`config.mk`:
```
export PLATFORM = sky130hd
export DESIGN_NAME = sgfa_mul
export DESIGN_NICKNAME = d
export VERILOG_FILES = /design/src/hw/rtl/sgfa_mul.sv
export SDC_FILE = /design/constraint.sdc
export NUM_CORES = 2
export LEC_CHECK = 0
export BUFFER_PORTS_ARGS = -buffer_cell sky130_fd_sc_hd__buf_2
export CORE_MARGIN = 1
export CORE_UTILIZATION = 44
export DETAILED_ROUTE_END_ITERATION = 10
export SYNTH_ARGS = -nofsm -noshare
export SYNTH_HDL_FRONTEND = slang
export SYNTH_SLANG_ARGS = --single-unit
```
`constraint.sdc`:
```
create_clock -name clk_i -period 9.2 [get_ports clk_i]
set_clock_uncertainty 0.15 [all_clocks]
set_input_delay 1.38 -clock clk_i [delete_from_list [all_inputs] [get_ports clk_i]]
set_output_delay 1.38 -clock clk_i [all_outputs]
set_load 0.1 [all_outputs]
```
`src/hw/rtl/sgfa_mul.sv`:
```
// Shared 32x32 unsigned multiplier with registered product.
`timescale 1ns / 1ps
`default_nettype none

module sgfa_mul (
  input  logic        clk_i,
  input  logic [31:0] a_i,
  input  logic [31:0] b_i,
  output logic [63:0] p_o
);

  logic [63:0] p_q;

  // product is registered and available in the cycle after operands are presented
  always_ff @(posedge clk_i) begin
    p_q <= 64'(a_i) * 64'(b_i);
  end

  assign p_o = p_q;

endmodule

`default_nettype wire

```
-- After elaboration in Yosys (flattened, before gate mapping)
Cells that the tools add are included.
- register bits: 64
- logic and storage cells: 2
- multipliers: 1
- operator list (kind ; number):
    $mul A32 B32 Y64 ; 1

-- Depth between registers and ports, before layout
- depth in word-level cells: 1
- depth in mapped cells: 29

-- Worst setup path after synthesis
OpenSTA, ideal clock, no wires.
- kind: input -> register
- from: input a_i[25]
- to: register p_q[62] (netlist: p_o[62])
- setup time: 72 ps
- data arrival time: 8061 ps
- path slack: 917 ps
- stages on the path: 25
- buffers on the path: 2
- cells stage by stage: clkbuf_1 -> nand2_1 -> fa_1 -> inv_1 -> fa_1 -> inv_1 -> fa_1 -> inv_1 -> fa_1 -> fa_1 -> fa_1 -> fa_1 -> inv_1 -> fa_1 -> inv_1 -> ha_1 -> buf_2 -> nand4_1 -> or4_1 -> or3_1 -> a31oi_1 -> a31o_2 -> a211oi_1 -> o21ai_1 -> xor2_1
- word-level cells in the longest chain between the ends: 1
- ends and longest elaborated chain (item ; RTL line ; source):
    from (decl) ; 7 ; input logic [31:0] a_i,
    $mul A32 B32 Y64 ; 16 ; p_q <= 64'(a_i) * 64'(b_i);
    to (signal assigned) ; 16 ;
    to (decl) ; 12 ; logic [63:0] p_q;
No other way between the ends.

-- Final worst setup path
- from: input b_i[8]
- to: register p_q[62] (netlist: p_o[62])
- word-level cells in the longest chain between the ends: 1
- ends and longest elaborated chain (item ; RTL line ; source):
    from (decl) ; 8 ; input logic [31:0] b_i,
    $mul A32 B32 Y64 ; 16 ;
No other way between the ends.

==> flow_metrics.tcl <==
set metrics [dict create \
    firstDrtPassIters 6 \
    grt_pass1_vias 26600 \
    critPathTopFamily "adder cells" \
    drive_gt1_share_pct 6.64 \
    fin_crit_ns 8.66 \
    largest_reg_flops 64 \
    crit_type "in -> reg" \
    drtIter0Drc 1182 \
    slew_violations 0 \
    nets 4983 \
    syn_avg_cell_area_um2 9.25 \
    antenna_found_initial 5 \
    track_usage_pct 24.8 \
    ys_seq_area_share_pct 3.69 \
    synthCells 3748 \
    hp-class "in -> reg" \
    cts_resized 0 \
    dp_hpwl_um 80000 \
    post_cts_buffers 0 \
    dieArea_mm2 0.0799 \
    yosysUniqueCellTypes 57 \
    grt_max_degree 33 \
    crit_path_frequent_cell "fa_1" \
    required_ns 9.33 \
    setup_tns_ns 0 \
    cts_buffers 9 \
    multi_input_area_mm2 0.0293 \
    fillers 7458 \
    hold_viol 0 \
    vias 24500 \
    ant_nets 0 \
    worst_pin_slew_ns 0.750 \
    crit_path_end_kind "flip-flop" \
    h-tree-depth 3 \
    rows 102 \
    cp_max_fo 24 \
    cts_hold_buf 0 \
    critical_path.max_stage_delay_ns 0.62 \
    rsz0062_at_grt "no" \
    area.growth.synth_to_final_pct 6.08 \
    clock-sinks 64 \
    startpoint_type "primary input" \
    gp_congestion 0.884 \
    ys.flop_type "dfxtp_1" \
    io_buffers 128 \
    startpoint "b_i[8]" \
    avgRoutedWirePerCell_um 19.7 \
    overflow 0 \
    synth_warnings 0 \
    syn-num-nets 4972 \
    grt_pass1_wl_um 150000 \
    clk_pin_slew_worst_paths_ns 0.06 \
    clock_path_buffers 2 \
    setup_viol 0 \
    die_h_um 283 \
    status "finished clean" \
    crit_buf_inv 7 \
    cts_tree "built" \
    synthArstFlopShare_pct 0 \
    pin_count 129 \
    drc 0 \
    synth_enable_flop_cells 0 \
    coreArea_mm2 0.0777 \
    synth_seq_cells 64 \
    avgViaCountPerCell 5.09 \
    critical_path_arrival_ns 8.79 \
    cpMaxStageDelayCell "fa_1" \
    initial_core_util_pct 44.6 \
    relSlewSlack_pct 50.0 \
    cap_violations 0 \
    wirelength_um 94500 \
    regArea_mm2 0.00128 \
    fin_crit_sh_pct 94.2 \
    fmax_mhz 115 \
    hp-start "b_i[0]" \
    die_x_um 283 \
    netlist_area_mm2 0.0347 \
    root_buffer "clkbuf_16" \
]
## worst paths after layout
kind                  endpoint  slack, ns  cells after the start
worst max-delay path   p_o[62]       0.54                     25
worst min-delay path    p_o[0]       1.55                      2
## layout by cell type (no fill, tap or decap), types with 4 or more instances in the layout
| master | n |
|---|---|
| o21ai_0 | 21 |
| a21o_1 | 40 |
| o21ai_1 | 5 |
| a21oi_1 | 63 |
| nand4_1 | 23 |
| buf_12 | 4 |
| xor2_1 | 25 |
| nand3_1 | 10 |
| a221o_1 | 4 |
| o21bai_1 | 10 |
| clkbuf_16 | 9 |
| nor3_1 | 7 |
| xnor2_1 | 35 |
| fa_1 | 896 |
| buf_2 | 128 |
| a31oi_1 | 12 |
| and3_1 | 14 |
| and2_1 | 602 |
| inv_1 | 865 |
| o21a_1 | 9 |
| nand2_1 | 480 |
| buf_4 | 88 |
| ha_1 | 263 |
| nor2_1 | 20 |
| dfxtp_1 | 64 |
## through the flow
stage	cells	hold slack (ns)	instance area, um2	utilization (%)	setup slack [ns]
2_1_floorplan	3748	1.36	34700	-	0.917
3_3_place_gp	4788	1.78	36500	47.0	0.285
5_1_grt	4803	1.56	36800	47.3	0.191
6_report	4804	1.55	36800	47.3	0.535
3_5_place_dp	4788	1.78	36500	47.0	0.229
4_1_cts	4803	1.54	36800	47.3	0.594
## cell type report
| type | count | share of cell area, % |
|---|---|---|
| Multi-Input combinational cell | 2599 | 79.7 |
| Inverter | 865 | 8.83 |
| Timing Repair Buffer | 220 | 3.76 |
| Tap cell | 1040 | 3.54 |
| Sequential cell | 64 | 3.48 |
| Clock buffer | 11 | 0.633 |
| Clock inverter | 4 | 0.0612 |
| Antenna cell | 1 | 0.00680 |
## cell usage after synthesis (12+ instances only)
library cell	number	area, um2
fa_1	896	17900
inv_1	865	3250
and2_1	602	3770
nand2_1	480	1800
ha_1	263	3290
clkbuf_1	213	800
dfxtp_1	64	1280
a21oi_1	63	315
a21o_1	40	300
xnor2_1	35	307
xor2_1	25	219
nand4_1	23	144
o21ai_0	21	105
nor2_1	20	75.1
and3_1	14	87.6
a31oi_1	12	75.1
## layer usage
layer  up-vias  global-route usage [%]  wire length [um]
met5         -                       0                35
met4         6                    7.44              3180
met3       150                    2.64              3740
met2       567                    46.6             51600
met1     12900                    29.6             35900
li1      10900                       -                 -
## kinds of logic (layout without fill, tap and decap cells)
family / after synthesis / count (layout) / share of synthesized area, %
fa+ha+maj: 1159 / 1159 / 61.2
xor+xnor: 60 / 60 / 1.52
buf+inv: 1085 / 1100 / 11.8
simple gates: 1177 / 1177 / 17.6
compound gates: 202 / 202 / 4.15
other cells: 0 / 1 / 0
mux: 1 / 1 / 0.0289
flops: 64 / 64 / 3.69
Power is left out: the tool's default activity adds up to more than one toggle a clock period on the data nets, which glitch-free logic cannot reach.
