$ cat config.mk
export PLATFORM = sky130hd
export DESIGN_NAME = sgfa_wdiv
export DESIGN_NICKNAME = d
export VERILOG_FILES = /design/src/hw/rtl/sgfa_pkg.sv /design/src/hw/rtl/sgfa_wdiv.sv
export SDC_FILE = /design/constraint.sdc
export NUM_CORES = 1
export LEC_CHECK = 0
export ABC_CLOCK_PERIOD_IN_PS = 3200
export BUFFER_PORTS_ARGS = -buffer_cell sky130_fd_sc_hd__buf_4
export CAP_MARGIN = 0
export CORE_MARGIN = 4
export CORE_UTILIZATION = 29
export DETAILED_ROUTE_END_ITERATION = 10
export SLEW_MARGIN = 10
export SYNTH_ARGS = -nofsm -noshare
export SYNTH_HDL_FRONTEND = slang
export SYNTH_SLANG_ARGS = --single-unit
$ cat constraint.sdc
create_clock -name clk_i -period 3.2 [get_ports clk_i]
set_clock_uncertainty 0.15 [all_clocks]
set_input_delay 0.16 -clock clk_i [delete_from_list [all_inputs] [get_ports clk_i]]
set_output_delay 0.16 -clock clk_i [all_outputs]
set_load 0.005 [all_outputs]
$ cat src/hw/rtl/sgfa_pkg.sv
// Shared types and constants for the Simpson grid field averager.
`timescale 1ns / 1ps
`default_nettype none

package sgfa_pkg;

  localparam int unsigned SMP_W      = 32;
  localparam int unsigned SQ_OUT_W   = 48;
  localparam int unsigned ACC_W      = 64;
  localparam int unsigned PTS_W      = 9;
  localparam int unsigned IDX_W      = 8;
  localparam int unsigned MAX_POINTS = 256;
  localparam int unsigned WFRAC      = 30;
  localparam int unsigned WT_W       = 31;
  localparam int unsigned NUM_W      = 33;
  localparam int unsigned DEN_W      = 10;
  localparam int unsigned CNT_W      = $clog2(NUM_W + 1);
  localparam int unsigned CFG_IDX_W  = 2;

  // configuration register indexes
  typedef enum logic [CFG_IDX_W-1:0] {
    REG_POINTS_X = 2'd0,
    REG_POINTS_Y = 2'd1,
    REG_POINTS_Z = 2'd2
  } sgfa_reg_e;

  // sequencer states
  typedef enum logic [3:0] {
    S_WSTART,
    S_WWAIT,
    S_IDLE,
    S_LOAD,
    S_SQ,
    S_SQR,
    S_ML,
    S_MH,
    S_COMB,
    S_TERM,
    S_ACC,
    S_LEVEL,
    S_EMIT
  } sgfa_state_e;

  typedef struct packed {
    logic signed [SMP_W-1:0] sample_x;
    logic signed [SMP_W-1:0] sample_y;
    logic signed [SMP_W-1:0] sample_z;
  } in_t;

  typedef struct packed {
    logic signed [SMP_W-1:0]  mean_bx;
    logic signed [SMP_W-1:0]  mean_by;
    logic signed [SMP_W-1:0]  mean_bz;
    logic [SQ_OUT_W-1:0]      meansq_bx;
    logic [SQ_OUT_W-1:0]      meansq_by;
    logic [SQ_OUT_W-1:0]      meansq_bz;
    logic signed [SMP_W-1:0]  first_plane_bx;
    logic signed [SMP_W-1:0]  last_plane_bx;
  } out_t;

  // weight divider status
  typedef struct packed {
    logic busy;
    logic done;
  } div_stat_t;

endpackage

`default_nettype wire

$ cat src/hw/rtl/sgfa_wdiv.sv
// Bit-serial restoring divider for the axis weight cache.
`timescale 1ns / 1ps
`default_nettype none

module sgfa_wdiv (
  input  logic                            clk_i,
  input  logic                            rst_ni,
  input  logic                            start_i,
  input  logic [sgfa_pkg::NUM_W-1:0]      num_i,
  input  logic [sgfa_pkg::DEN_W-1:0]      den_i,
  output sgfa_pkg::div_stat_t             stat_o,
  output logic [sgfa_pkg::WT_W-1:0]       quo_o
);

  logic                         busy_q;
  logic                         done_q;
  logic [sgfa_pkg::CNT_W-1:0]   cnt_q;
  logic [sgfa_pkg::DEN_W-1:0]   rem_q;
  logic [sgfa_pkg::DEN_W-1:0]   den_q;
  logic [sgfa_pkg::NUM_W-1:0]   num_q;
  logic [sgfa_pkg::NUM_W-1:0]   quo_q;
  logic [sgfa_pkg::DEN_W:0]     trial;
  logic [sgfa_pkg::DEN_W:0]     diff;
  logic                         ge;

  // one quotient bit per cycle
  assign trial = {rem_q, num_q[sgfa_pkg::NUM_W-1]};
  assign diff  = trial - {1'b0, den_q};
  assign ge    = trial >= {1'b0, den_q};

  always_ff @(posedge clk_i or negedge rst_ni) begin
    if (!rst_ni) begin
      busy_q <= 1'b0;
      done_q <= 1'b0;
      cnt_q  <= '0;
    end else if (start_i) begin
      busy_q <= 1'b1;
      done_q <= 1'b0;
      cnt_q  <= sgfa_pkg::CNT_W'(sgfa_pkg::NUM_W);
    end else if (busy_q) begin
      cnt_q <= cnt_q - 1'b1;
      if (cnt_q == sgfa_pkg::CNT_W'(1)) begin
        busy_q <= 1'b0;
        done_q <= 1'b1;
      end
    end else begin
      done_q <= 1'b0;
    end
  end

  always_ff @(posedge clk_i) begin
    if (start_i) begin
      rem_q <= '0;
      den_q <= den_i;
      num_q <= num_i;
      quo_q <= '0;
    end else if (busy_q) begin
      rem_q <= ge ? diff[sgfa_pkg::DEN_W-1:0] : trial[sgfa_pkg::DEN_W-1:0];
      num_q <= {num_q[sgfa_pkg::NUM_W-2:0], 1'b0};
      quo_q <= {quo_q[sgfa_pkg::NUM_W-2:0], ge};
    end
  end

  assign stat_o.busy = busy_q;
  assign stat_o.done = done_q;
  assign quo_o       = quo_q[sgfa_pkg::WT_W-1:0];

endmodule

`default_nettype wire
=== Yosys cells after proc, flatten, opt, wreduce, memory -nomap -nowiden ===
Cells that the tools add are included.

* Register bits: 92
* Output and inout port bits: 33
* Logic and storage cells: 24

* Add/sub/neg operators: 2
* $lt $le $gt $ge: 1
* Equal/unequal tests: 2
* Multiplexer cells: 11
* Reduce and logical (&&, ||, !) cells: 1

{| class="wikitable"
|+ Operators by type and width
! kind !! count
|-
| $mux 33 || 2
|-
| $mux 6 || 2
|-
| $ge 11x10->1 || 1
|-
| $mux 10 || 1
|-
| $sub 10x10->10 || 1
|-
| $eq 6x1->1 const B || 1
|-
| $mux 1 || 6
|-
| $sub 6x1->6 const B || 1
|-
| $ne 3x2->1 const B || 1
|-
| $reduce_bool 2->1 || 1
|}

=== Depth between registers and ports, before layout ===
Gate-level depths: netlist of the first run.

* Depth after elaboration: 4
* Depth in mapped cells: 10
* Depth with buffers taken out: 10

=== Worst setup path before layout of the first run ===
No wires, ideal clock.

* Path kind: reg-to-reg
* From: reg num_q[32] (netlist bit)
* To: reg rem_q[8] (netlist bit)
* Data arrival time: 2016 ps
* Data required time: 2964 ps
* Slack: 948 ps
* Cell stages (with the launch flop): 11
* Clock period less this slack: 2252 ps
* Path through: edfxtp_1 inv_1 ha_1 inv_1 fa_1 nand3_1 a21oi_1 a2111oi_0 xnor2_1 mux2i_1 a211oi_1

* Longest elaborated chain between the ends: 2
* Elaborated cells between the ends (all ways): 3

{| class="wikitable"
|+ RTL lines
! item !! line !! text
|-
| start, declared || sgfa_wdiv.sv:20 || <nowiki>logic [sgfa_pkg::NUM_W-1:0] num_q;</nowiki>
|-
| start signal, assigned || sgfa_wdiv.sv:55 || <nowiki>num_q <= num_i;</nowiki>
|-
| start signal, assigned || sgfa_wdiv.sv:59 || <nowiki>num_q <= {num_q[sgfa_pkg::NUM_W-2:0], 1'b0};</nowiki>
|-
| $sub 10x10->10 / $ge 11x10->1 (equally long branches) || sgfa_wdiv.sv:28, sgfa_wdiv.sv:29 ||
|-
| $mux 10 (*) || sgfa_wdiv.sv:58 || <nowiki>rem_q <= ge ? diff[sgfa_pkg::DEN_W-1:0] : trial[sgfa_pkg::DEN_W-1:0];</nowiki>
|-
| end signal, assigned || sgfa_wdiv.sv:58 ||
|-
| end, declared || sgfa_wdiv.sv:18 || <nowiki>logic [sgfa_pkg::DEN_W-1:0] rem_q;</nowiki>
|}

Mark *: on every way between the ends. The rest lies on a longest branch, timed or not.
A chain may end at the register's enable or synchronous reset.

=== Worst setup path in the final report of the first run ===
* From: reg den_q[6] (netlist bit)
* To: reg rem_q[0] (netlist bit)

* Longest elaborated chain between the ends: 2

{| class="wikitable"
|+ RTL lines
! item !! line !! text
|-
| start, declared || sgfa_wdiv.sv:19 || <nowiki>logic [sgfa_pkg::DEN_W-1:0] den_q;</nowiki>
|-
| start signal, assigned || sgfa_wdiv.sv:54 || <nowiki>den_q <= den_i;</nowiki>
|-
| $ge 11x10->1 || sgfa_wdiv.sv:29 || <nowiki>assign ge = trial >= {1'b0, den_q};</nowiki>
|-
| $mux 10 || sgfa_wdiv.sv:58 ||
|}

No other way between the ends.

==> qor.tcl, run 1 <==
set qor(port_buffers) 78
set qor(chipHeight_um) 128
set qor(worst-slew-pin-transition_ns) 0.800
set qor(setup-tns-final_ns) 0
set qor(number_of_search_and_repair_iterations_in_the_first_detailed_routing_pass) 4
set qor(insertedDiodeCount) 0
set qor(cp.required_ns) 3.32
set qor(grt_antenna_before_repair) 0
set qor(power.density_mw_per_mm2) 633
set qor(p_int_mw) 2.53
set qor(synth.yosys.seq_area_share) 0.553
set qor(setup_viol) 0
set qor(dp_worst_setup_slack_ns) 0.628
set qor(cts-root-buf) {clkbuf_16}
set qor(power.leakage_nw) 2.51
set qor(drc_errors) 0
set qor(syn_to_final_growth_pct) 35.0
set qor(timing.max_cap.violations) 0
set qor(syn_nets) 399
set qor(post_route_cells_drive_above_1_share) 0.302
set qor(yosys-top-cells-area) {edfxtp_1 31%, dfxtp_1 20%, mux2_2 8.9%, mux2i_1 8.6%, dfrtp_1 4.8%}
set qor(hpwlAfterDp_mm) 5.52
set qor(power.switching_fraction) 0.291
set qor(critPathKind) {reg2reg}
set qor(global_route.overflow_total) 0
set qor(finalWirelength_mm) 8.52
set qor(layout.core_utilization) 0.403
set qor(slew_headroom) 0.467
set qor(vdd.ir_drop.worst_mv) 0.310
set qor(critical_path.startpoint_type) {register}
set qor(n_fill_cell) 1321
set qor(grt_pass1_vias) 2916
set qor(maximum_number_of_pins_on_one_net_before_global_route_repair) 47
set qor(synthDominantCellAreaShare) 0.309
set qor(routed_antenna_nets) 0
set qor(post-synth-top-count-cell) {nor2_1}
set qor(maxClockFrequency_mhz) 387
set qor(share_comb_of_total_power) 0.275
set qor(wirelength_met1_mm) 3.74
set qor(clock_tree_from_tritoncts) {done}
set qor(ports) 79
set qor(die_area_mm2) 0.0164
set qor(min_path_type) {in2async}
set qor(critical-path-top-delay-family) {compound AO/OA/AOI/OAI gates}
set qor(met3RoutedLength_um) 341
set qor(synth_async_sr_flop_share) 0.0870
set qor(synthesis.area_per_instance_um2) 12.3
set qor(result_of_the_run) {completed}
set qor(p_switching_mw) 1.04
set qor(worst_hold_slack_ns) 0.0336
set qor(cp.buffers_inverters) 1
set qor(post_drt_wl_per_cell_um) 13.3
set qor(synth_enable_flop_cells) 43
set qor(critical_path_cell_sequence) {inv_1, ha_1, o21ai_0, a21oi_1, o31ai_4, a41oi_4, mux2_2, a211oi_2}
set qor(multiInputGateArea_mm2) 0.00170
set qor(rsz0062_at_grt) {no}
set qor(synth_seq_cells) 92
set qor(cts_sinks) 92
set qor(instance_area_at_placement_mm2) 0.00491
set qor(global_route_wire_length_before_repair_mm) 14.1
set qor(floorplan.initialDensity) 0.299
set qor(synth_flop_cell) {edfxtp_1}
set qor(gp_congestion) 0.814
set qor(yosys_warnings) 0
set qor(row_count) 43
set qor(worstSetupEndpointType) {register}
set qor(cts_resized) 0
set qor(htree_levels) 3
set qor(cts.repair_timing.setup_buffer_count) 0
set qor(ranking_of_synthesized_cells_by_instance_count) {53 x nor2_1, 43 x edfxtp_1, 41 x dfxtp_1}
set qor(dieWidth_um) 128
set qor(crit_arrival_ns) 2.71
set qor(cts.reportedPaths.clkPinSlew_ns) 0.06
set qor(worst_skew_pair.late_latency_ns) 0.34
set qor(track_usage) 0.109
set qor(finish.instance_area_mm2) 0.00564
set qor(finalNetCount) 515
set qor(final.min_clock_period_ns) 2.59
set qor(core_mm2) 0.0140
set qor(final.period_utilization) 0.808
set qor(hold_viol_final) 0
set qor(number_of_instances_in_the_synthesized_netlist) 340
set qor(worst-path-max-fanout) 13
set qor(post-route-worst-setup-slack_ns) 0.613
set qor(vias) 2883
set qor(clock_tree.buffer_depth) 2
set qor(detail_route.iter0.violations) 74
set qor(viasPerCell) 4.50
set qor(ff_latch_area_mm2) 0.00231
set qor(yosys.cell_types.count) 52
set qor(highest_routing_layer_actually_used) {met4}
set qor(cts-buffers-inserted) 9
set qor(pwr-share-seq) 0.441
set qor(synth_area_leader_cell) {edfxtp_1}
set qor(report.final.slew_viol_count) 0
set qor(syn-cell-area_mm2) 0.00418
set qor(critical_path.max_stage_delay_ns) 0.47
set qor(power.share.clock) 0.284
set qor(met2WireLength_mm) 4.25
set qor(slowest_stage) {a41oi_4}
## cells by family (layout without fill, tap and decap cells)
family	Yosys count	in the layout	share of synthesized area
AOI/OAI and AO/OA	36	36	0.0781
and+or+nand+nor	83	83	0.0910
xor gates and xnor gates	9	9	0.0189
buffers and inverters	37	157	0.0395
muxes	70	70	0.179
DFF	92	92	0.553
adders and majority gates	13	13	0.0407
## routing by layer
metal / GRT usage / up-vias
li1: - / 1441
met2: 0.176 / 46
met5: 0 / -
met3: 0.0296 / 14
met1: 0.132 / 1382
met4: 0.0574 / 0
## state kept, by name, summed over array words and instances (netlist names)
signal  count
num_q      33
quo_q      31
den_q      10
rem_q      10
cnt_q       6
busy_q      1
done_q      1
## power by group through the flow
stage / Combinational (mW) / Sequential, mW / Clock [mW]
global route: 1.08 / 1.60 / 1.10
detailed placement: 0.936 / 1.60 / 0
finish: 0.980 / 1.58 / 1.01
CTS: 0.987 / 1.58 / 1.06
floorplan: 0.794 / 1.55 / 0
global placement: 0.923 / 1.59 / 0
## repair_timing
| action | in CTS | in global routing |
|---|---|---|
| hold endpoints to repair | 52 | 0 |
| hold buffers | 45 | 0 |
| setup endpoints to repair | 0 | 0 |
## path summary, 6_finish.rpt
check / start / end / slack (ns) / depth (start not counted)
setup / recovery: den_q[6] / rem_q[0] / 0.61 / 8
hold / removal: rst_ni / cnt_q[2] / 0.03 / 2
setup reg to reg: den_q[6] / rem_q[0] / 0.61 / 8
hold reg to reg: quo_q[30] / quo_q[30] / 0.35 / 2
max in group asynchronous: rst_ni / busy_q / 2.73 / 2
min in group clk_i: quo_q[30] / quo_q[30] / 0.35 / 2
## layout by cell type (no fill, tap or decap), drive strengths merged, types with 3 or more instances in the layout
cell type and count:
a21oi 10, clkbuf 13, nor3b 3, a211oi 8
mux2i 36, inv 16, nor2 53, dlygate4sd3 45
ha 12, buf 81, edfxtp 43, xnor2 7
mux2 34, dfrtp 8, dfxtp 41, nand2 7
## per-stage QoR
stage | power (mW) | instances
4_1_cts | 3.63 | 640
3_3_place_gp | 2.51 | 580
2_1_floorplan | 2.34 | 340
6_report | 3.57 | 640
3_5_place_dp | 2.54 | 580
5_1_grt | 3.79 | 640
## area by class of cell
type,count,area share
clock buffers,13,0.0481
clock inverters,2,0.00177
inverters,16,0.0106
multi-input cells,211,0.302
flip-flops and latches,92,0.410
well taps,180,0.0399
repair buffers,126,0.188
Power figures use the tool's default switching activity.
==> run 2, diff against run 1 <==
--- a/config.mk
+++ b/config.mk
@@ -5,7 +5,7 @@
 export SDC_FILE = /design/constraint.sdc
 export NUM_CORES = 1
 export LEC_CHECK = 0
-export ABC_CLOCK_PERIOD_IN_PS = 3200
+export ABC_CLOCK_PERIOD_IN_PS = 2400
 export BUFFER_PORTS_ARGS = -buffer_cell sky130_fd_sc_hd__buf_4
 export CAP_MARGIN = 0
 export CORE_MARGIN = 4
==> constraint.sdc (replaced) <==
create_clock -name clk_i -period 2.4 [get_ports clk_i]
set_clock_uncertainty 0.15 [all_clocks]
set_input_delay 0.12 -clock clk_i [delete_from_list [all_inputs] [get_ports clk_i]]
set_output_delay 0.12 -clock clk_i [all_outputs]
set_load 0.005 [all_outputs]
==> qor.tcl, run 2 (same netlist as run 1, synthesis figures left out) <==
set qor(finalWirelength_mm) 8.62 ;# was 8.52 mm
set qor(crit_path_start) {den_q[6]} ;# unchanged
set qor(post_route_cells_drive_above_1_share) 0.327 ;# was 0.302
set qor(worst-slew-pin-transition_ns) 0.655 ;# was 0.800 ns
set qor(register_ranked_first_by_flip_flop_count) {num_q} ;# unchanged
set qor(final.min_clock_period_ns) 2.26 ;# was 2.59 ns
set qor(layout_top_registers) {num_q x33, quo_q x31} ;# unchanged
set qor(share_comb_of_total_power) 0.293 ;# was 0.275
set qor(gp_congestion) 0.863 ;# was 0.814
set qor(hold_viol_final) 0 ;# unchanged
set qor(dieWidth_um) 128 ;# unchanged
set qor(largest_reg_flops) 33 ;# unchanged
set qor(insertedDiodeCount) 0 ;# unchanged
set qor(worst_skew_pair.late_latency_ns) 0.34 ;# about the same
set qor(final.period_utilization) 0.943 ;# was 0.808
set qor(p_switching_mw) 1.41 ;# was 1.04 mW
set qor(result_of_the_run) {completed} ;# unchanged
set qor(worstSetupEndpointType) {register} ;# unchanged
set qor(global_route_wire_length_before_repair_mm) 14.4 ;# was 14.1 mm
set qor(port_buffers) 78 ;# unchanged
set qor(maxClockFrequency_mhz) 442 ;# was 387 MHz
set qor(core_mm2) 0.0140 ;# unchanged
set qor(min_path_type) {in2reg} ;# was in2async
set qor(vdd.ir_drop.worst_mv) 0.457 ;# was 0.310 mV
set qor(cp.required_ns) 2.50 ;# was 3.32 ns
set qor(ports) 79 ;# unchanged
set qor(slew_headroom) 0.557 ;# was 0.467
set qor(cts_sinks) 92 ;# unchanged
set qor(syn_to_final_growth_pct) 37.7 ;# was 35.0%
set qor(r2r-start) {den_q[6]} ;# unchanged
set qor(instance_area_at_placement_mm2) 0.00496 ;# was 0.00491 mm2
set qor(grt_pass1_vias) 2939 ;# was 2916
set qor(cts-buffers-inserted) 9 ;# unchanged
set qor(global_route.overflow_total) 0 ;# unchanged
set qor(clock_tree_from_tritoncts) {done} ;# unchanged
set qor(timing.hold.worst.start) {start_i}
set qor(hpwlAfterDp_mm) 5.54 ;# was 5.52 mm
set qor(drc_errors) 0 ;# unchanged
set qor(htree_levels) 3 ;# unchanged
set qor(power.switching_fraction) 0.289 ;# was 0.291
set qor(grt_antenna_before_repair) 0 ;# unchanged
set qor(post-route-worst-setup-slack_ns) 0.136 ;# was 0.613 ns
set qor(report.final.slew_viol_count) 0 ;# unchanged
set qor(vias) 2908 ;# was 2883
set qor(totalPowerFinal_mw) 4.88 ;# was 3.57 mW
set qor(finish.instance_area_mm2) 0.00576 ;# was 0.00564 mm2
set qor(number_of_search_and_repair_iterations_in_the_first_detailed_routing_pass) 4 ;# unchanged
set qor(maximum_number_of_pins_on_one_net_before_global_route_repair) 95 ;# was 47
set qor(critPathKind) {reg2reg} ;# unchanged
set qor(post_drt_wl_per_cell_um) 13.3 ;# about the same
set qor(timing.max_cap.violations) 0 ;# unchanged
set qor(viasPerCell) 4.49 ;# was 4.50
set qor(power.share.clock) 0.278 ;# was 0.284
set qor(die_area_mm2) 0.0164 ;# unchanged
set qor(p_int_mw) 3.47 ;# was 2.53 mW
set qor(cts-root-buf) {clkbuf_16} ;# unchanged
set qor(layout_commonest_cell) {buf_4} ;# unchanged
set qor(power.density_mw_per_mm2) 847 ;# was 633 mW/mm2
set qor(power.leakage_nw) 2.56 ;# was 2.51 nW
set qor(layout.cells.most_common_list) {86 x buf_4, 53 x nor2_1, 45 x dlygate4sd3_1} ;# was 81 x buf_4, 53 x nor2_1, 45 x dlygate4sd3_1
set qor(cts.reportedPaths.clkPinSlew_ns) 0.06 ;# about the same
set qor(setup_viol) 0 ;# unchanged
set qor(rsz0062_at_grt) {no} ;# unchanged
set qor(track_usage) 0.110 ;# was 0.109
set qor(routed_antenna_nets) 0 ;# unchanged
set qor(pwr-share-seq) 0.429 ;# was 0.441
set qor(crit_arrival_ns) 2.36 ;# was 2.71 ns
set qor(n_fill_cell) 1383 ;# was 1321
set qor(critical_path.startpoint_type) {register} ;# unchanged
set qor(setup-tns-final_ns) 0 ;# unchanged
set qor(detail_route.iter0.violations) 92 ;# was 74
set qor(worst-path-max-fanout) 9 ;# was 13
set qor(floorplan.initialDensity) 0.299 ;# unchanged
set qor(finalNetCount) 522 ;# was 515
set qor(row_count) 43 ;# unchanged
set qor(clock_tree.buffer_depth) 2 ;# unchanged
set qor(dp_worst_setup_slack_ns) -0.0341 ;# was 0.628 ns
set qor(chipHeight_um) 128 ;# unchanged
run 2: changes by cell type in the layout (fill, tap and decap cells not counted), moves of 2 or more:
cell,before,now
clkbuf_2,0,2
buf_4,81,86
inv_1,16,14
inv_2,0,2
ha_1,12,9
ha_4,0,2
buf_12,0,2
run 2: path summary, 6_finish.rpt:
| path | depth (start not counted) | slack [ns] | to |
|---|---|---|---|
| setup reg to reg | 8 | 0.14 | rem_q[9] |
| hold / removal | 3 | 0.19 | quo_q[25] |
| setup / recovery | 8 | 0.14 | rem_q[9] |
| max in group asynchronous | 3 | 1.20 | busy_q |
| hold reg to reg | 2 | 0.35 | quo_q[30] |
| min in group asynchronous | 3 | 0.62 | cnt_q[2] |
run 2: final cells by class:
cell class                      count  area (um2)  share of cell area
Tap cell                          180         225              0.0391
Timing Repair Buffer              133        1140               0.197
Sequential cell                    92        2310               0.402
Clock buffer                       15         282              0.0489
Clock inverter                      1        5.00            0.000869
Inverter                           16        60.1              0.0104
Multi-Input combinational cell    211        1740               0.302
run 2: power by group through the flow:
stage	sequential [mW]	combinational [mW]	clock [mW]
after floorplan	2.07	1.06	0
after global placement	2.10	1.29	0
after detailed placement	2.12	1.32	0
after CTS	2.09	1.39	1.42
after global routing	2.13	1.59	1.48
final	2.09	1.43	1.36
run 2: timing repair:
item                                   CTS  global route
pin swaps                                0             4
endpoints found under the hold margin   51             0
buffers inserted                         0             3
hold buffers                            45             0
setup endpoints to repair                1            10
resized for setup                        1             8
run 2: per-layer routing:
metal,part of all wire,up-vias,GRT usage,wire (um)
li1,-,1454,-,-
met1,0.43,1388,0.136,3720
met2,0.51,54,0.181,4380
met3,0.042,12,0.0325,365
met4,0.018,0,0.0462,152
met5,0,-,0,0
run 2: metrics by stage:
step,cells,hold slack [ns],utilization
global placement,584,-0.207,0.355
CTS,645,0.176,0.408
detailed placement,584,-0.205,0.355
finish,648,0.194,0.412
global route,648,0.199,0.412
floorplan,340,-0.326,-
run 2: critical path, stage by stage, from the launching register on:
cell	delay (ns)
edfxtp_1	0.37
inv_1	0.10
ha_4	0.23
a21oi_2	0.18
inv_2	0.08
o31ai_4	0.29
nand2_1	0.11
mux2_4	0.32
a2111oi_4	0.33
